File: src/design/kst_pkg.sv
// Shared types and constants for the keyed semaphore table.
package kst_pkg;

    localparam int NUM_SLOTS = 32;
    localparam int SLOT_AW   = (NUM_SLOTS > 1) ? $clog2(NUM_SLOTS) : 1;
    localparam int KEY_W     = 31;
    localparam int VAL_W     = 16;

    localparam logic [2:0] CMD_OPEN  = 3'd0;
    localparam logic [2:0] CMD_CLOSE = 3'd1;
    localparam logic [2:0] CMD_FREE  = 3'd2;
    localparam logic [2:0] CMD_INC   = 3'd3;
    localparam logic [2:0] CMD_DEC   = 3'd4;

    localparam logic [1:0] ST_OK       = 2'd0;
    localparam logic [1:0] ST_NOTFOUND = 2'd1;
    localparam logic [1:0] ST_FULL     = 2'd2;
    localparam logic [1:0] ST_BLOCK    = 2'd3;

    localparam logic [VAL_W-1:0] VAL_MAX = {VAL_W{1'b1}};

    typedef struct packed {
        logic [2:0]       command;
        logic [KEY_W-1:0] key;
        logic [VAL_W-1:0] init_count;
    } req_t;

    typedef struct packed {
        logic [1:0]       status;
        logic [VAL_W-1:0] current_value;
    } resp_t;

    typedef struct packed {
        logic [KEY_W-1:0] key;
        logic [VAL_W-1:0] current;
        logic [VAL_W-1:0] maximum;
        logic [VAL_W-1:0] references;
    } entry_t;

    localparam int ENTRY_W = $bits(entry_t);

endpackage

File: src/design/kst_ram.sv
// Generic single-port-write, single-port-read RAM with registered read data.
module kst_ram #(
    parameter int WIDTH = 8,
    parameter int DEPTH = 16,
    parameter int AW    = (DEPTH > 1) ? $clog2(DEPTH) : 1
) (
    input  logic             clk,
    input  logic             we,
    input  logic [AW-1:0]    waddr,
    input  logic [WIDTH-1:0] wdata,
    input  logic             re,
    input  logic [AW-1:0]    raddr,
    output logic [WIDTH-1:0] rdata
);

    logic [WIDTH-1:0] mem [DEPTH];
    logic [WIDTH-1:0] rdata_reg;

    always_ff @(posedge clk)
    begin
        if (we)
        begin
            mem[waddr] <= wdata;
        end
        if (re)
        begin
            rdata_reg <= mem[raddr];
        end
    end

    assign rdata = rdata_reg;

endmodule

File: src/design/keyed_semaphore_table_core.sv
// An accepted request scans every slot, reading one slot per cycle from the slot RAM,
// then executes, and the done strobe follows; key 0 or an unknown command skips the scan.
// A new request may start in the cycle that done is shown, but not before: the block is busy
// until then, so requests are handled one at a time. The result is shown for one cycle.
// Reset clears the per-slot valid flags, so the table reads as empty at once with no
// clearing pass; done and busy are low after reset.
module keyed_semaphore_table_core
    import kst_pkg::*;
(
    input  logic  clk,
    input  logic  rst_n,
    input  logic  start,
    output logic  busy,
    input  req_t  request,
    output logic  done,
    output resp_t result
);

    localparam logic [1:0] S_IDLE = 2'd0;
    localparam logic [1:0] S_SCAN = 2'd1;
    localparam logic [1:0] S_EXEC = 2'd2;

    localparam logic [SLOT_AW-1:0] LAST_SLOT = SLOT_AW'(NUM_SLOTS - 1);

    logic [1:0]           state_reg, state_next;
    logic [SLOT_AW-1:0]   idx_reg, idx_next;
    req_t                 req_reg, req_next;
    logic                 bad_reg, bad_next;
    logic                 found_reg, found_next;
    logic [SLOT_AW-1:0]   hit_idx_reg, hit_idx_next;
    entry_t               hit_reg, hit_next;
    logic                 free_found_reg, free_found_next;
    logic [SLOT_AW-1:0]   free_idx_reg, free_idx_next;
    logic [NUM_SLOTS-1:0] valid_reg, valid_next;
    logic                 done_reg, done_next;
    resp_t                result_reg, result_next;

    logic                 ram_we, ram_re;
    logic [SLOT_AW-1:0]   ram_waddr, ram_raddr;
    entry_t               ram_wdata;
    logic [ENTRY_W-1:0]   ram_rdata;
    entry_t               scan_entry;
    logic                 accept;

    kst_ram #(
        .WIDTH (ENTRY_W),
        .DEPTH (NUM_SLOTS)
    ) u_slots (
        .clk   (clk),
        .we    (ram_we),
        .waddr (ram_waddr),
        .wdata (ram_wdata),
        .re    (ram_re),
        .raddr (ram_raddr),
        .rdata (ram_rdata)
    );

    assign busy   = (state_reg != S_IDLE);
    assign done   = done_reg;
    assign result = result_reg;
    assign accept = start && !busy;

    // A slot never written since reset reads as free.
    assign scan_entry = valid_reg[idx_reg] ? entry_t'(ram_rdata) : '0;

    always_comb
    begin
        state_next      = state_reg;
        idx_next        = idx_reg;
        req_next        = req_reg;
        bad_next        = bad_reg;
        found_next      = found_reg;
        hit_idx_next    = hit_idx_reg;
        hit_next        = hit_reg;
        free_found_next = free_found_reg;
        free_idx_next   = free_idx_reg;
        valid_next      = valid_reg;
        done_next       = 1'b0;
        result_next     = result_reg;
        ram_re          = 1'b0;
        ram_raddr       = '0;
        ram_we          = 1'b0;
        ram_waddr       = hit_idx_reg;
        ram_wdata       = hit_reg;

        unique case (state_reg)
            S_IDLE:
            begin
                if (accept)
                begin
                    req_next        = request;
                    found_next      = 1'b0;
                    free_found_next = 1'b0;
                    idx_next        = '0;
                    bad_next        = (request.key == '0) || (request.command > CMD_DEC);
                    if ((request.key == '0) || (request.command > CMD_DEC))
                    begin
                        state_next = S_EXEC;
                    end
                    else
                    begin
                        ram_re     = 1'b1;
                        ram_raddr  = '0;
                        state_next = S_SCAN;
                    end
                end
            end

            S_SCAN:
            begin
                // Key is nonzero here, so a match is never a free slot.
                if (!found_reg && (scan_entry.key == req_reg.key))
                begin
                    found_next   = 1'b1;
                    hit_idx_next = idx_reg;
                    hit_next     = scan_entry;
                end
                if (!free_found_reg && (scan_entry.key == '0))
                begin
                    free_found_next = 1'b1;
                    free_idx_next   = idx_reg;
                end
                if (idx_reg == LAST_SLOT)
                begin
                    state_next = S_EXEC;
                end
                else
                begin
                    idx_next  = idx_reg + 1'b1;
                    ram_re    = 1'b1;
                    ram_raddr = idx_reg + 1'b1;
                end
            end

            S_EXEC:
            begin
                done_next                 = 1'b1;
                state_next                = S_IDLE;
                result_next.status        = ST_NOTFOUND;
                result_next.current_value = '0;
                ram_wdata                 = hit_reg;
                ram_waddr                 = hit_idx_reg;
                if (!bad_reg)
                begin
                    unique case (req_reg.command)
                        CMD_OPEN:
                        begin
                            if (found_reg)
                            begin
                                if (hit_reg.references != VAL_MAX)
                                begin
                                    ram_wdata.references = hit_reg.references + 1'b1;
                                end
                                ram_we                    = 1'b1;
                                result_next.status        = ST_OK;
                                result_next.current_value = hit_reg.current;
                            end
                            else if (free_found_reg)
                            begin
                                ram_waddr                 = free_idx_reg;
                                ram_wdata.key             = req_reg.key;
                                ram_wdata.current         = req_reg.init_count;
                                ram_wdata.maximum         = req_reg.init_count;
                                ram_wdata.references      = VAL_W'(1);
                                ram_we                    = 1'b1;
                                valid_next[free_idx_reg]  = 1'b1;
                                result_next.status        = ST_OK;
                                result_next.current_value = req_reg.init_count;
                            end
                            else
                            begin
                                result_next.status = ST_FULL;
                            end
                        end
                        CMD_CLOSE:
                        begin
                            if (found_reg && (hit_reg.references != '0))
                            begin
                                ram_wdata.references      = hit_reg.references - 1'b1;
                                ram_we                    = 1'b1;
                                result_next.status        = ST_OK;
                                result_next.current_value = hit_reg.current;
                            end
                        end
                        CMD_FREE:
                        begin
                            if (found_reg)
                            begin
                                ram_we             = 1'b1;
                                result_next.status = ST_OK;
                                // Releasing: the last reference goes, or none was held.
                                if (hit_reg.references <= VAL_W'(1))
                                begin
                                    ram_wdata = '0;
                                end
                                else
                                begin
                                    ram_wdata.references      = hit_reg.references - 1'b1;
                                    result_next.current_value = hit_reg.current;
                                end
                            end
                        end
                        CMD_INC:
                        begin
                            if (found_reg)
                            begin
                                ram_we             = 1'b1;
                                result_next.status = ST_OK;
                                if (hit_reg.current < hit_reg.maximum)
                                begin
                                    ram_wdata.current         = hit_reg.current + 1'b1;
                                    result_next.current_value = hit_reg.current + 1'b1;
                                end
                                else
                                begin
                                    result_next.current_value = hit_reg.current;
                                end
                            end
                        end
                        CMD_DEC:
                        begin
                            if (found_reg)
                            begin
                                if (hit_reg.current != '0)
                                begin
                                    ram_we                    = 1'b1;
                                    ram_wdata.current         = hit_reg.current - 1'b1;
                                    result_next.status        = ST_OK;
                                    result_next.current_value = hit_reg.current - 1'b1;
                                end
                                else
                                begin
                                    result_next.status = ST_BLOCK;
                                end
                            end
                        end
                        default:
                        begin
                            result_next.status = ST_NOTFOUND;
                        end
                    endcase
                end
            end

            default:
            begin
                state_next = S_IDLE;
            end
        endcase
    end

    always_ff @(posedge clk or negedge rst_n)
    begin
        if (!rst_n)
        begin
            state_reg <= S_IDLE;
            valid_reg <= '0;
            done_reg  <= 1'b0;
        end
        else
        begin
            state_reg <= state_next;
            valid_reg <= valid_next;
            done_reg  <= done_next;
        end
    end

    always_ff @(posedge clk)
    begin
        idx_reg        <= idx_next;
        req_reg        <= req_next;
        bad_reg        <= bad_next;
        found_reg      <= found_next;
        hit_idx_reg    <= hit_idx_next;
        hit_reg        <= hit_next;
        free_found_reg <= free_found_next;
        free_idx_reg   <= free_idx_next;
        result_reg     <= result_next;
    end

endmodule

File: config.mk
export PLATFORM = sky130hd
export DESIGN_NAME = keyed_semaphore_table_core
export DESIGN_NICKNAME = d
export VERILOG_FILES = /design/src/design/kst_pkg.sv /design/src/design/kst_ram.sv /design/src/design/keyed_semaphore_table_core.sv
export SDC_FILE = /design/constraint.sdc
export NUM_CORES = 2
export LEC_CHECK = 0
export BUFFER_PORTS_ARGS = -buffer_cell sky130_fd_sc_hd__clkbuf_2
export CORE_ASPECT_RATIO = 1.1
export CORE_MARGIN = 2
export CORE_UTILIZATION = 63
export DETAILED_ROUTE_END_ITERATION = 8
export GPL_TIMING_DRIVEN = 1
export PLACE_DENSITY = 0.79
export RECOVER_POWER = 25
export SLEW_MARGIN = 20
export SYNTH_ARGS = -nofsm -noshare
export SYNTH_HDL_FRONTEND = slang
export SYNTH_SLANG_ARGS = --single-unit
File: constraint.sdc
create_clock -name clk -period 8.3 [get_ports clk]
set_input_delay 0.83 -clock clk [delete_from_list [all_inputs] [get_ports clk]]
set_output_delay 0.83 -clock clk [all_outputs]
set_load 0.05 [all_outputs]
# After elaboration in Yosys (flattened, before gate mapping)
# Memories as Yosys holds them, arrays and structs flattened. A register that Yosys moved wholly into a read port is not among the register bits.
# Index checks and enable logic that the tools add are counted.
# Widths: inputs -> output; s select.
# totals
n_memories,1
output_inout_bits,20
mem_bits_rw,2528
ff_bits,200
input_bits,53
wordCells,143
# memory_table
memory,depth,word_bits,read_ports,rd_clocked_by_memory_dff,wr,line_no,rtl
u_slots.mem,32,79,1,1,1,kst_ram.sv:16,logic [WIDTH-1:0] mem [DEPTH];
# op_classes
reduce_logical,26
n_mux,70
n_eq_ne,14
order_cmp,6
bitwise_logic,3
addsub,5
# op_table
op,n
$mux 79,5
$mux 16,11
$mux 63,2
$pmux 16 s5,1
$pmux 16 s4,1
$logic_not 31->1,2
$pmux 31 s2,1
$mux 17,3
$pmux 16 s3,1
$mux 5,9
$mux 18,2
$add 16x1->16 const B,2
$or 32x32->32,1
$pmux 16 s2,1
$reduce_bool 16->1,2
$sub 16x1->16 const B,2
$eq 31x31->1,1
$mux 1,19
$le 16x1->1 const B,1
$lt 16x16->1,1
$ne 16x16->1 const B,1
$lt 5x6->1 const B,2
$mux 2,5
$ne 2x2->1 const B,5
27 further kinds,43

# Depth between registers and ports, before layout
# logic_depth
ltp_word,8
depth_mapped,14

# Cells and area by module
# From an unflattened synthesis, not the netlist that was laid out.
# hier_totals
hier_cells,5779
hier_area_um2,110153.1
# modules_own_cells
module,n_inst,cells_per_inst,seq_area_each_um2,area_per_inst_um2
kst_ram,1,4635,78285.1,98449.4
keyed_semaphore_table_core,1,1144,5830.6,11703.7

# Worst setup path after synthesis
# No wires, ideal clock.
# synth_path
path_kind,register -> register
startpoint,reg hit_reg[0] (netlist bit)
endpoint,"mem u_slots.mem[19][0] (netlist bit), enable pin"
arrival_ps,5793
synth_period_minus_slack_ps,6310
setup_time_ps,517
required_ps,7783
stages_incl_launch_ff,10
setup_slack_ps,1990
cell_sequence,edfxtp_1 inv_1 ha_1 nor3b_1 nand3_1 o21ai_0 a211o_1 a2111oi_0 o21ai_1 nor2_1
# synth_between
elab_chain_len,8
# synth_rtl
element,line_no,rtl
from (decl),keyed_semaphore_table_core.sv:31,"entry_t hit_reg, hit_next;"
from (signal assigned),keyed_semaphore_table_core.sv:275,hit_reg <= hit_next;
$reduce_bool 16->1,keyed_semaphore_table_core.sv:177,if (found_reg && (hit_reg.references != '0))
$logic_and 1x1->1,keyed_semaphore_table_core.sv:177,
$mux 1,keyed_semaphore_table_core.sv:177,
$pmux 1 s4,keyed_semaphore_table_core.sv:145,unique case (req_reg.command)
$mux 1,keyed_semaphore_table_core.sv:143,if (!bad_reg)
$mux 1,keyed_semaphore_table_core.sv:86,unique case (state_reg)
$mux 1,kst_ram.sv:21,if (we)
$mux 1 (not written as such),kst_ram.sv:23,mem[waddr] <= wdata;
to (decl),kst_ram.sv:16,
# No other way between the ends.

# Worst setup path after layout
# layout_path
startpoint,reg idx_reg[0]
endpoint,"reg u_slots.rdata_reg[56], in the netlist u_slots.rdata[56] (read register of u_slots.mem), enable pin"
# layout_between
elab_chain_len,3
word_cells_on_any_way,6
classes_between,add/sub: 1; eq/ne: 1; mux: 4
# layout_rtl
element,line_no,rtl
from (decl),keyed_semaphore_table_core.sv:26,"logic [SLOT_AW-1:0] idx_reg, idx_next;"
from (signal assigned),keyed_semaphore_table_core.sv:270,idx_reg <= idx_next;
$eq 5x5->1,keyed_semaphore_table_core.sv:123,if (idx_reg == LAST_SLOT)
$mux 1,keyed_semaphore_table_core.sv:123,
$pmux 1 s2,keyed_semaphore_table_core.sv:86,
named net ram_re,keyed_semaphore_table_core.sv:38,"logic ram_we, ram_re;"
to (decl),kst_ram.sv:17,logic [WIDTH-1:0] rdata_reg;
# The timed path passes the listed nets, and every way through them passes these cells.
# A chain may end at the register's enable or synchronous reset.

==> flow_metrics.env <==
export IMPL_cts_tree="yes"
export IMPL_ir_worst_vdd_uv=715
export IMPL_yosys_area_top_type="edfxtp_1"
export IMPL_syn_inst=5875
export IMPL_final_setup_skew_ns=0.0550
export IMPL_path_max_fanout=52
export IMPL_cts_setup_buffers=0
export IMPL_yosys_top_cells_count="2772 x edfxtp_1, 795 x nand2_1, 632 x mux4_2, 426 x nand3_1, 198 x clkbuf_1"
export IMPL_synth_distinct_cells=65
export IMPL_antenna_found_initial=6
export IMPL_h_tree_depth=5
export IMPL_p_leak_nw=39.5
export IMPL_ios=73
export IMPL_cts_buffers=283
export IMPL_syn_num_nets=5951
export IMPL_routed_wl_mm=293
export IMPL_largest_reg_flops=2528
export IMPL_fin_ws_ns=1.47
export IMPL_synthTopCellsByArea="edfxtp_1 75%, mux4_2 13%, nand2_1 2.7%, nand3_1 1.9%, dfrtp_1 0.79%"
export IMPL_slew_viol_final=573
export IMPL_drc_errors=0
export IMPL_gp_congestion=0.895
export IMPL_crit_type="flop to flop"
export IMPL_clock_latency_ns=0.94
export IMPL_cts_sinks=2807
export IMPL_overflow=0
export IMPL_syn_to_final_growth_pct=11.0
export IMPL_post_cts_resized=0
export IMPL_clock_path_buffers=4
export IMPL_failed_checks="capacitance limit, slew limit"
export IMPL_synth_edf_count=2772
export IMPL_wire_per_inst_um=34.4
export IMPL_grt_first_pass_wirelength_mm=420
export IMPL_min_period_over_period_pct=82.2
export IMPL_dp_slack_ns=2.84
export IMPL_nFillCells=10100
export IMPL_vias_per_cell=7.12
export IMPL_period_minus_slack_ns=6.83
export IMPL_final_layout_size_suffix_gt1_share_pct=19.2
export IMPL_coreArea_mm2=0.174
export IMPL_cp_end_kind="flop"
export IMPL_netlist_area_mm2=0.110
export IMPL_slew_limit_headroom_pct=-284
export IMPL_hpwlAfterDp_mm=145
export IMPL_synth_seq_cells=2807
export IMPL_die_h_um=443
export IMPL_final_setup_viol_count=0
export IMPL_io_buffer_count=72
export IMPL_worst_pin_slew_ns=5.76
export IMPL_arrival_ns=7.17
export IMPL_netlist_area_leader_share_pct=75.5
export IMPL_fp_dieW_um=403
export IMPL_dieArea_mm2=0.178
export IMPL_synth_most_common_cell="edfxtp_1"
export IMPL_drt_initial_drc_count=9641
export IMPL_num_vias=60800
export IMPL_required_ns=8.65
export IMPL_synth_ff_type="edfxtp_1"
export IMPL_path_clk_slew_ns=0.07
export IMPL_outcome="complete, but fails checks"
export IMPL_tns_ns=0
export IMPL_avgSynthCellArea_um2=18.8
export IMPL_worstSetupStartpointType="flop"
export IMPL_hold_viol=0
export IMPL_p_per_area_mw_per_mm2=342
export IMPL_grt_pass1_vias=61300
export IMPL_rsz0062_at_grt="no"
export IMPL_ant_nets=0
export IMPL_ys_warn_count=0
export IMPL_cts_root_buffer="clkbuf_16"
export IMPL_maxCapViolCount=17
export IMPL_async_reset_ff_share_pct=1.25
export IMPL_holdWs_ns=0.0635
export IMPL_seq_area_frac_synth_pct=76.3
export IMPL_std_cell_rows=161
export IMPL_firstDrtPassIters=6
export IMPL_hold_class="input pin to flop"
export IMPL_fmax_mhz=147
export IMPL_grt_max_degree=150
export IMPL_fin_nets=6132
export IMPL_grt_usage_pct=33.1
export IMPL_start_util_pct=63.2
export IMPL_holdBufCountCts=0
-- worst max-delay path, stage by stage (launching register included) --
cell and delay, ns:
edfxtp_1 0.83, ha_1 0.46, and3_1 0.20, ha_1 0.33
o22ai_1 0.30, clkbuf_1 4.05
-- cell type report --
type | instances | area (um^2) | share of cell area [%]
sequential | 2807 | 84100 | 68.7
multi-input combinational | 2683 | 25000 | 20.4
clock buffer | 349 | 7520 | 6.14
tap | 2282 | 2860 | 2.33
timing repair buffer | 226 | 1650 | 1.35
clock inverter | 136 | 1060 | 0.867
inverter | 55 | 206 | 0.169
antenna | 2 | 5.00 | 0.00409
-- power by group --
group	switching [mW]	leakage, nW	internal (mW)	total, mW
clock network	5.20	4.19	6.91	12.1
registers	0.419	25.5	16.1	16.5
logic	7.77	9.80	5.46	13.2
total	13.4	39.5	28.5	41.8
-- metrics by stage --
step	power (mW)	utilization (%)	std cells	cell area (um^2)
6_report	41.8	70.2	8540	122000
5_1_grt	43.3	70.2	8539	122000
4_1_cts	41.9	70.2	8534	122000
3_5_place_dp	29.6	65.3	8049	114000
3_3_place_gp	29.5	65.2	8046	114000
2_1_floorplan	26.1	-	5875	110000
-- cell usage in the layout, fill, tap and decap left out, drive strengths merged, types with 14 or more instances in the layout --
cell | synthesis | layout
a21o | 30 | 30
a21oi | 75 | 75
a22o | 44 | 44
a31oi | 18 | 18
and2 | 86 | 86
buf | 131 | 132
bufinv | 0 | 16
clkbuf | 199 | 443
clkinv | 0 | 106
dfrtp | 35 | 35
edfxtp | 2772 | 2772
ha | 23 | 23
inv | 55 | 61
mux2i | 19 | 19
mux4 | 632 | 632
nand2 | 795 | 795
nand3 | 426 | 426
nor2 | 87 | 87
nor3 | 36 | 36
nor4 | 20 | 20
o21ai | 175 | 175
o21bai | 17 | 17
o22ai | 14 | 14
or3 | 18 | 18
xnor2 | 17 | 17
-- metal layers --
| layer | share of wire [%] | global-route usage (%) | up-vias |
|---|---|---|---|
| met3 | 12 | 7.12 | 998 |
| met4 | 5.7 | 16.2 | 8 |
| met5 | 0.014 | 0 | - |
| li1 | - | - | 23900 |
| met2 | 49 | 53.0 | 4833 |
| met1 | 33 | 43.9 | 31100 |
-- cells by family (layout without fill, tap and decap cells) --
group | Yosys count | in the layout | share of synthesized area (%)
other | 0 | 2 | 0
flip-flops | 2807 | 2807 | 76.3
AND/OR/NAND/NOR | 1540 | 1540 | 6.26
AO/OA/AOI/OAI | 439 | 439 | 2.48
adder cells (fa/ha/maj) | 23 | 23 | 0.261
buffers and inverters | 385 | 766 | 1.40
XOR/XNOR | 29 | 29 | 0.230
multiplexers | 652 | 652 | 13.1
-- final timing paths --
| check | slack [ns] | end | from | cells past startpoint |
|---|---|---|---|---|
| min in group asynchronous | 0.66 | valid_reg[11] | rst_n | 1 |
| setup / recovery | 1.47 | u_slots.rdata[56] | idx_reg[0] | 5 |
| hold reg to reg | 0.46 | state_reg[1] | state_reg[1] | 1 |
| max in group asynchronous | 6.23 | valid_reg[17] | rst_n | 1 |
| hold / removal | 0.06 | req_reg[10] | request[10] | 1 |
| setup reg to reg | 1.47 | u_slots.rdata[56] | idx_reg[0] | 5 |
Note: power is estimated with default switching activity, not from simulation.
